`config.mk`:
```
export PLATFORM = sky130hd
export DESIGN_NAME = wcg_div
export DESIGN_NICKNAME = d
export VERILOG_FILES = /design/src/wcg_pkg.sv /design/src/wcg_div.sv
export SDC_FILE = /design/constraint.sdc
export NUM_CORES = 2
export LEC_CHECK = 0
export BUFFER_PORTS_ARGS = -buffer_cell sky130_fd_sc_hd__buf_2
export CORE_UTILIZATION = 60
export CTS_CLUSTER_SIZE = 16
export DETAILED_ROUTE_END_ITERATION = 8
export PLACE_DENSITY = 0.77
export SYNTH_ARGS = -nofsm -noshare
export SYNTH_HDL_FRONTEND = slang
export SYNTH_SLANG_ARGS = --single-unit
```
`constraint.sdc`:
```
create_clock -name clk -period 7.6 [get_ports clk]
set_input_delay 1.14 -clock clk [delete_from_list [all_inputs] [get_ports clk]]
set_output_delay 1.14 -clock clk [all_outputs]
set_load 0.05 [all_outputs]
```
`src/wcg_pkg.sv`:
```
// ----------------------------------------------------------------------------
// wcg_pkg
// Shared types, constants and the quarter-wave cosine table of the window
// coefficient generator.
// ----------------------------------------------------------------------------
package wcg_pkg;

  localparam int IDX_W    = 16;
  localparam int LEN_W    = 17;
  localparam int COEF_W   = 17;
  localparam int DEN_W    = 33;
  localparam int QUO_W    = 17;
  localparam int DIV_STEPS = 16;
  localparam int K_W      = 12;
  localparam int COS_W    = 18;
  localparam int NUM_W    = 26;
  localparam int NN_W     = 23;
  localparam int RCP_W    = 24;
  localparam int RCP_SHIFT = 30;

  localparam logic [LEN_W-1:0]  MAX_POINTS     = 17'd65536;
  localparam logic [LEN_W-1:0]  LEN_RESET      = 17'd1024;
  localparam logic [COEF_W-1:0] COEF_ONE       = 17'd65536;
  localparam int                COS_TABLE_SIZE = 4096;
  localparam int                QTAB_LAST      = COS_TABLE_SIZE / 4;

  // floor(x/100) = (x * DIV100_MUL) >> RCP_SHIFT for x < 2^23
  localparam logic [RCP_W-1:0] DIV100_MUL = 24'd10737419;

  localparam logic signed [NUM_W-1:0] HAM_A = 26'sd3538944;
  localparam logic signed [NUM_W-1:0] HAM_B = 26'sd46;
  localparam logic signed [NUM_W-1:0] HAN_A = 26'sd3276800;
  localparam logic signed [NUM_W-1:0] HAN_B = 26'sd50;
  localparam logic signed [NUM_W-1:0] BLK_A = 26'sd2752512;
  localparam logic signed [NUM_W-1:0] BLK_B = 26'sd50;
  localparam logic signed [NUM_W-1:0] BLK_D = 26'sd8;
  localparam logic signed [NUM_W-1:0] RND_HALF = 26'sd50;

  localparam logic CFG_WINDOW_TYPE   = 1'b0;
  localparam logic CFG_WINDOW_LENGTH = 1'b1;

  typedef enum logic [2:0] {
    WIN_RECT     = 3'd0,
    WIN_HAMMING  = 3'd1,
    WIN_HANN     = 3'd2,
    WIN_BLACKMAN = 3'd3,
    WIN_WELCH    = 3'd4,
    WIN_TRIANGLE = 3'd5
  } win_t;

  typedef struct packed {
    logic       valid;
    logic       err;
    logic [2:0] wtype;
  } side_t;

  localparam logic [63:0] HALF_PI_Q60 = 64'h1921FB54442D1846;
  localparam logic [63:0] TAYLOR_DIV [1:13] = '{64'd2, 64'd12, 64'd30, 64'd56, 64'd90,
                                                64'd132, 64'd182, 64'd240, 64'd306,
                                                64'd380, 64'd462, 64'd552, 64'd650};

  typedef logic [COEF_W-1:0] qtab_t [0:QTAB_LAST];

  function automatic logic [63:0] mul_q60(input logic [63:0] a, input logic [63:0] b);
    logic [127:0] p;
    p = {64'd0, a} * {64'd0, b};
    return p[123:60];
  endfunction

  // round(65536*cos((pi/2)*j/QTAB_LAST))
  function automatic logic [COEF_W-1:0] quarter_cos(input int j);
    logic [63:0] num;
    logic [63:0] x;
    logic [63:0] x2;
    logic [63:0] term;
    logic [63:0] pos;
    logic [63:0] neg;
    logic [63:0] c;
    num  = 64'(4 * j);
    x    = (HALF_PI_Q60 / COS_TABLE_SIZE) * num
         + ((HALF_PI_Q60 % COS_TABLE_SIZE) * num) / COS_TABLE_SIZE;
    x2   = mul_q60(x, x);
    term = 64'd1 << 60;
    pos  = term;
    neg  = 64'd0;
    for (int n = 1; n <= 13; n++) begin
      term = mul_q60(term, x2) / TAYLOR_DIV[n];
      if ((n % 2) == 1) begin
        neg = neg + term;
      end else begin
        pos = pos + term;
      end
    end
    c = (pos > neg) ? pos - neg : 64'd0;
    c = (c + (64'd1 << 43)) >> 44;
    return c[COEF_W-1:0];
  endfunction

  function automatic qtab_t build_qcos();
    qtab_t t;
    for (int j = 0; j <= QTAB_LAST; j++) begin
      t[j] = quarter_cos(j);
    end
    return t;
  endfunction

  localparam qtab_t QCOS = build_qcos();

  function automatic logic signed [COS_W-1:0] cos_lut(input logic [K_W-1:0] k);
    logic [K_W-3:0]    j;
    logic [K_W-2:0]    jm;
    logic [COEF_W-1:0] mag;
    j  = k[K_W-3:0];
    jm = (K_W-1)'(QTAB_LAST) - {1'b0, j};
    unique case (k[K_W-1:K_W-2])
      2'd0:    mag = QCOS[j];
      2'd1:    mag = QCOS[jm];
      2'd2:    mag = QCOS[j];
      default: mag = QCOS[jm];
    endcase
    if (k[K_W-1] ^ k[K_W-2]) begin
      return -$signed({1'b0, mag});
    end
    return $signed({1'b0, mag});
  endfunction

endpackage

```
`src/wcg_div.sv`:
```
// ----------------------------------------------------------------------------
// wcg_div
// Pipelined restoring divider: q = floor((X*2^16 + H) / D) for X < D,
// one quotient bit per stage, rounding step at the end.
// ----------------------------------------------------------------------------
module wcg_div (
  input  logic                       clk,
  input  logic                       rst_n,
  input  wcg_pkg::side_t             in_side,
  input  logic [wcg_pkg::DEN_W-1:0]  in_num,
  input  logic [wcg_pkg::DEN_W-1:0]  in_den,
  input  logic [wcg_pkg::DEN_W-2:0]  in_half,
  output wcg_pkg::side_t             out_side,
  output logic [wcg_pkg::QUO_W-1:0]  out_quo
);
  import wcg_pkg::*;

  side_t                side_r [0:DIV_STEPS+1];
  logic [DEN_W-1:0]     rem_r  [0:DIV_STEPS];
  logic [DEN_W-1:0]     den_r  [0:DIV_STEPS];
  logic [DEN_W-2:0]     half_r [0:DIV_STEPS];
  logic [DIV_STEPS-1:0] quo_r  [0:DIV_STEPS];
  logic [QUO_W-1:0]     q_r;
  logic [DEN_W:0]       fin_sum;

  always_ff @(posedge clk) begin
    if (!rst_n) begin
      side_r[0] <= '0;
    end else begin
      side_r[0] <= in_side;
    end
  end

  always_ff @(posedge clk) begin
    rem_r[0]  <= in_num;
    den_r[0]  <= in_den;
    half_r[0] <= in_half;
    quo_r[0]  <= '0;
  end

  for (genvar s = 1; s <= DIV_STEPS; s++) begin : g_step
    logic [DEN_W:0] trial;
    logic           ge;
    assign trial = {rem_r[s-1], 1'b0};
    assign ge    = trial >= {1'b0, den_r[s-1]};

    always_ff @(posedge clk) begin
      if (!rst_n) begin
        side_r[s] <= '0;
      end else begin
        side_r[s] <= side_r[s-1];
      end
    end

    always_ff @(posedge clk) begin
      rem_r[s]  <= ge ? DEN_W'(trial - {1'b0, den_r[s-1]}) : DEN_W'(trial);
      den_r[s]  <= den_r[s-1];
      half_r[s] <= half_r[s-1];
      quo_r[s]  <= {quo_r[s-1][DIV_STEPS-2:0], ge};
    end
  end

  assign fin_sum = {1'b0, rem_r[DIV_STEPS]} + {2'b0, half_r[DIV_STEPS]};

  always_ff @(posedge clk) begin
    if (!rst_n) begin
      side_r[DIV_STEPS+1] <= '0;
    end else begin
      side_r[DIV_STEPS+1] <= side_r[DIV_STEPS];
    end
  end

  always_ff @(posedge clk) begin
    q_r <= {1'b0, quo_r[DIV_STEPS]}
         + QUO_W'(fin_sum >= {1'b0, den_r[DIV_STEPS]});
  end

  assign out_side = side_r[DIV_STEPS+1];
  assign out_quo  = q_r;

endmodule

```
; ---- Word level (Yosys, flattened, before mapping)
; Memories as Yosys holds them, arrays and structs flattened.
; Index checks and enable logic that the tools add are counted.
[totals]
regBits = 17
ram_bits = 2028
in_bits = 105
output_inout_bits = 22
elab_cells = 95
memories = 5
[op_classes]
addsub = 18
magnitude_cmp = 17
muxes = 36
bitwise = 18
[mem_list]
columns = name, words, word_bits, rd, rd_ports_with_merged_regs, wr, line_no
row1 = den_r, 17, 33, 17, 0, 17, wcg_div.sv:20  ; logic [DEN_W-1:0] den_r [0:DIV_STEPS];
row2 = rem_r, 17, 33, 17, 0, 17, wcg_div.sv:19  ; logic [DEN_W-1:0] rem_r [0:DIV_STEPS];
row3 = half_r, 17, 32, 17, 0, 17, wcg_div.sv:21  ; logic [DEN_W-2:0] half_r [0:DIV_STEPS];
row4 = quo_r, 17, 16, 17, 0, 17, wcg_div.sv:22  ; logic [DIV_STEPS-1:0] quo_r [0:DIV_STEPS];
row5 = side_r, 18, 5, 18, 0, 18, wcg_div.sv:18  ; side_t side_r [0:DIV_STEPS+1];
[op_table]
columns = operator, n
row1 = $ge 34x33->1, 17
row2 = $mux 33, 16
row3 = $sub 33x33->33, 16
row4 = $mux 5, 18
row5 = $add 33x32->34, 1
row6 = $or 1x1->1, 18
row7 = $add 16x1->17, 1
row8 = $mux 1, 2

; ---- Logic depth before layout (Yosys ltp)
; An unclocked memory read counts as a cell.
[logic_depth]
ltp_word = 4
depth_mapped = 26
ltp_nobuf = 26

; ---- Worst setup path after synthesis
; Ideal clock, no wire load.
[synth_timing]
kind = reg-to-reg
from = memory half_r[16][1] in the netlist's numbering
to = register q_r[15] (netlist: out_quo[15])
setup_time_ps = 72
arrival_ps = 4354
required_ps = 7528
setup_slack_ps = 3174
stages_incl_launch_ff = 26
n_path_buf = 0
synth_period_minus_slack_ps = 4426
cell_sequence = dfxtp_1 ha_1 a21oi_1 o21ai_1 o31a_1 o21ba_2 a21oi_1 o21ai_0 a21o_1 a21oi_1 xnor2_1 ha_1 a21o_1 a21o_1 a21oi_1 nor2_1 a211oi_1 o21ai_0 a21o_1 a21oi_1 o211ai_1 ha_1 and2_1 nor2b_1 nand2_1 xnor2_1
[synth_rtl]
columns = element, line_no
row1 = start: declaration, wcg_div.sv:21
row2 = end signal: assignment, wcg_div.sv:74  ; q_r <= {1'b0, quo_r[DIV_STEPS]}
row3 = end: declaration, wcg_div.sv:23  ; logic [QUO_W-1:0] q_r;

==> metrics <==
Core Area 124000 um^2; Synth Cell Area between 70000 and 80000 um^2; register area share after synthesis about half; Crit path buffers/inverters 0; Worst Skew ~50 ps; Residual DRC 0; post-route setup slack 1828 ps; unrepaired setup endpoints after global routing no; Post-synth ARST share 0%; Post-CTS Resized 0; vias in the first global route roughly 52000; initial antenna violation count 2; num rows about 130; Critical Path Max Stage Delay roughly 750 ps; H-tree levels 4; highest metal used met4; RR Startpoint half_r[16][0]; 1st-pass router iterations 8; CTS sink cnt ~1900; worst hold path class flop to flop; CP Launch Type flop; DR WL met3 7.155 mm; met2 WL 84.62 mm; Slew Limit Fails 0; Root Buffer clkbuf_16; run status completed; FF+latch count, synth approximately 1900; drt total wl about 170 mm; antenna viol nets, final 0; Critical Path Source half_r[16][0]; Post-Syn Instances approximately 7400; effective utilization at floorplan roughly 60%; critical path endpoint category flop; CP max stage cell o211ai_1; Overflow after GRT 0; postcts setup bufs 0; die width approximately 360 um; Min-Delay Startpoint half_r[11][26]; worst slew pin tran approximately 1200 ps; most frequent CP cell ha_1; DIE HEIGHT roughly 360 um; endpoints failing setup 0; Clock Latency Late Sink 800 ps; max-cap viol count 0; Area Growth Syn to Fin 11.56%; DRT iter0 DRCs 3122; CTS Buf Count 183; input/output buffers roughly 130; Worst slew margin roughly a fifth; count of cell types in the netlist 87; dpl ws ~1800 ps; GRT Total Usage a little over a quarter; Reg area ~38000 um^2; cts hold-fix bufs 0; pin count of the biggest net entering global routing 91; wire length per cell between 15 and 20 um; filler instances roughly 9500; Synth Net Count approximately 8200; Nets between 8000 and 9000; maximum VDD drop ~0.29 mV; CP delay by family, top compound AO/OA/AOI/OAI gates; Worst Path Arrival 6450 ps; post-synthesis area per instance ~10 um^2; fmax 0.1733 GHz; Final GP Congestion around 0.93; fraction of layout cells with a size suffix above 1 under 10%; DR vias/cell about 5.5; setup TNS 0 ps; clock-pin slew on the worst setup and hold paths approximately 60 ps; I/O Pins 127; first-pass GRT wire length 272.5 mm; final worst path period share between 70 and 80%; Crit Path Max Fanout 4; TritonCTS clock tree done; Top FF cell, synth dfxtp_1; placed cell count 9070; Vias 51760; die area around 130000 um^2; total power between 40000 and 50000 uW; area taken by multi-input logic gates about 34000 um^2; Final Hold Fails 0; WHS about 290 ps; CTS Buffer Depth 3; Metal-1 WL ~73 mm; hpwl dp 131.0 mm; crit path time final roughly 5800 ps; Ys Warns 0; number of synthesized flops with an enable pin 0; PwrDens approximately 490 nW/um^2; leakage power between 0.03 and 0.04 uW; Required @ worst endpoint 8280 ps; critical path class flop to flop; Finished Layout Cells 9409; worst path cell trace ha_1 > fa_1 > a21o_1 > a21oi_1 > o21ai_1 > nand4b_1 > a31o_2 > o21ai_1 > nand3_1 > o211ai_1 > o41ai_1 > xnor2_1 > ha_1 > nand4_1 > nor3_1 > a21o_1 > a21oi_1 > o211ai_1 > ha_1 > and2_1 > nor2b_1 > nand2_1 > xnor2_1
[registers in the layout, summed over array words and instances, names as in the netlist]
register	count
side_r	90
out_quo	17
rem_r	561
half_r	544
den_r	561
quo_r	136
[through the flow]
stage / area, um^2 / utilization [%]
floorplan: 75200 / -
global placement: 77460 / 62.49
detailed placement: 77460 / 62.49
CTS: 83890 / 67.68
global route: 83890 / 67.68
finish: 83900 / 67.68
[cells by family (layout without fill, tap and decap cells)]
family                   after synthesis  count (layout)  synth area share, %
AO/OA/AOI/OAI                       1785            1785                15.03
XOR/XNOR                             486             486                5.660
adder cells (fa/ha/maj)              612             612                10.35
buffers and inverters                862            1195                4.426
flip-flops                          1909            1909                50.82
multiplexers                         257             257                3.941
other                                  0               2                    0
AND/OR/NAND/NOR                     1526            1526                9.779
[path summary, 6_finish.rpt]
check / end / slack [ps] / cells past startpoint
setup / recovery: out_quo[15] / 1830 / 23
hold / removal: half_r[12][26] / 290 / 0
setup reg to reg: out_quo[15] / 1830 / 23
hold reg to reg: half_r[12][26] / 290 / 0
[routing by layer]
layer | track usage (%) | vias up
li1 | - | 25890
met1 | 32.34 | 24300
met2 | 48.03 | 1206
met3 | 3.923 | 375
met4 | 12.44 | 0
met5 | 0 | -
[cell usage in the layout (no fill, tap or decap), drive strengths merged, types with 35 or more instances in the layout]
master / count
a211oi: 46
a21o: 309
a21oi: 517
a31oi: 61
and2: 120
and3: 48
buf: 144
clkbuf: 239
clkinv: 52
dfxtp: 1909
ha: 595
inv: 723
mux2: 241
nand2: 468
nand2b: 75
nand3: 114
nand4: 71
nor2: 349
nor2b: 68
nor3: 88
o211ai: 43
o21a: 72
o21ai: 419
o21bai: 66
o31ai: 51
or3: 35
xnor2: 299
xor2: 187
[area by class of cell]
type,count,area share [%]
inverter,714,3.194
tap,1637,2.441
sequential,1909,45.55
clock inverter,98,1.582
timing repair buffer,144,0.9127
clock buffer,239,6.082
multi-input combinational,4666,40.23
antenna,2,0.005965
[synthesized netlist by cell type (12+ instances only)]
| library cell | instances | area (um^2) |
|---|---|---|
| buf_2 | 26 | 130.1 |
| and2_1 | 120 | 750.7 |
| a211o_1 | 18 | 157.7 |
| mux2_4 | 24 | 360.4 |
| nor3_1 | 88 | 440.4 |
| nand2_1 | 468 | 1757 |
| o31a_1 | 16 | 140.1 |
| mux2_1 | 204 | 2297 |
| nor2b_1 | 68 | 425.4 |
| mux2_2 | 13 | 146.4 |
| o21a_1 | 72 | 540.5 |
| a21o_1 | 309 | 2320 |
| and4_1 | 14 | 122.6 |
| nor4_1 | 19 | 118.9 |
| nand3_1 | 114 | 570.6 |
| dfxtp_1 | 1909 | 38220 |
| a21oi_1 | 516 | 2582 |
| xnor2_1 | 299 | 2619 |
| o21bai_1 | 66 | 495.5 |
| a211oi_1 | 45 | 337.8 |
| nand4_1 | 71 | 444.2 |
| or3_1 | 35 | 219.0 |
| o2111ai_1 | 17 | 148.9 |
| nor2_1 | 349 | 1310 |
| nand2b_1 | 75 | 469.2 |
| a21boi_0 | 13 | 97.59 |
| inv_1 | 708 | 2658 |
| o211ai_1 | 43 | 322.8 |
| a41oi_1 | 17 | 148.9 |
| xor2_1 | 187 | 1638 |
| o21ai_0 | 179 | 895.9 |
| o21ai_1 | 239 | 1196 |
| o31ai_1 | 50 | 375.4 |
| ha_1 | 595 | 7445 |
| fa_1 | 17 | 340.3 |
| nand3b_1 | 13 | 97.59 |
| mux2i_1 | 16 | 160.2 |
| a31oi_1 | 61 | 381.6 |
| and3_1 | 48 | 300.3 |
| clkbuf_1 | 112 | 420.4 |
| or2_2 | 14 | 87.58 |
| a221oi_1 | 12 | 105.1 |
[where the power goes]
group,total [uW],switching (uW),internal [uW],leakage [uW]
sequential,13800,1400,12400,0.0161
clock,9420,3970,5460,0.00310
combinational,17700,10100,7610,0.0197
total,40900,15500,25400,0.0389
[worst register-to-register path, cell delays in order, from the launching register on]
cell,delay (ps)
dfxtp_1,300
ha_1,210
fa_1,410
a21o_1,210
a21oi_1,310
o21ai_1,110
nand4b_1,170
a31o_2,240
o21ai_1,150
nand3_1,120
o211ai_1,160
o41ai_1,420
xnor2_1,130
ha_1,300
nand4_1,110
nor3_1,250
a21o_1,170
a21oi_1,70
o211ai_1,750
ha_1,390
and2_1,200
nor2b_1,240
nand2_1,100
xnor2_1,130
Power figures use the tool's default switching activity.
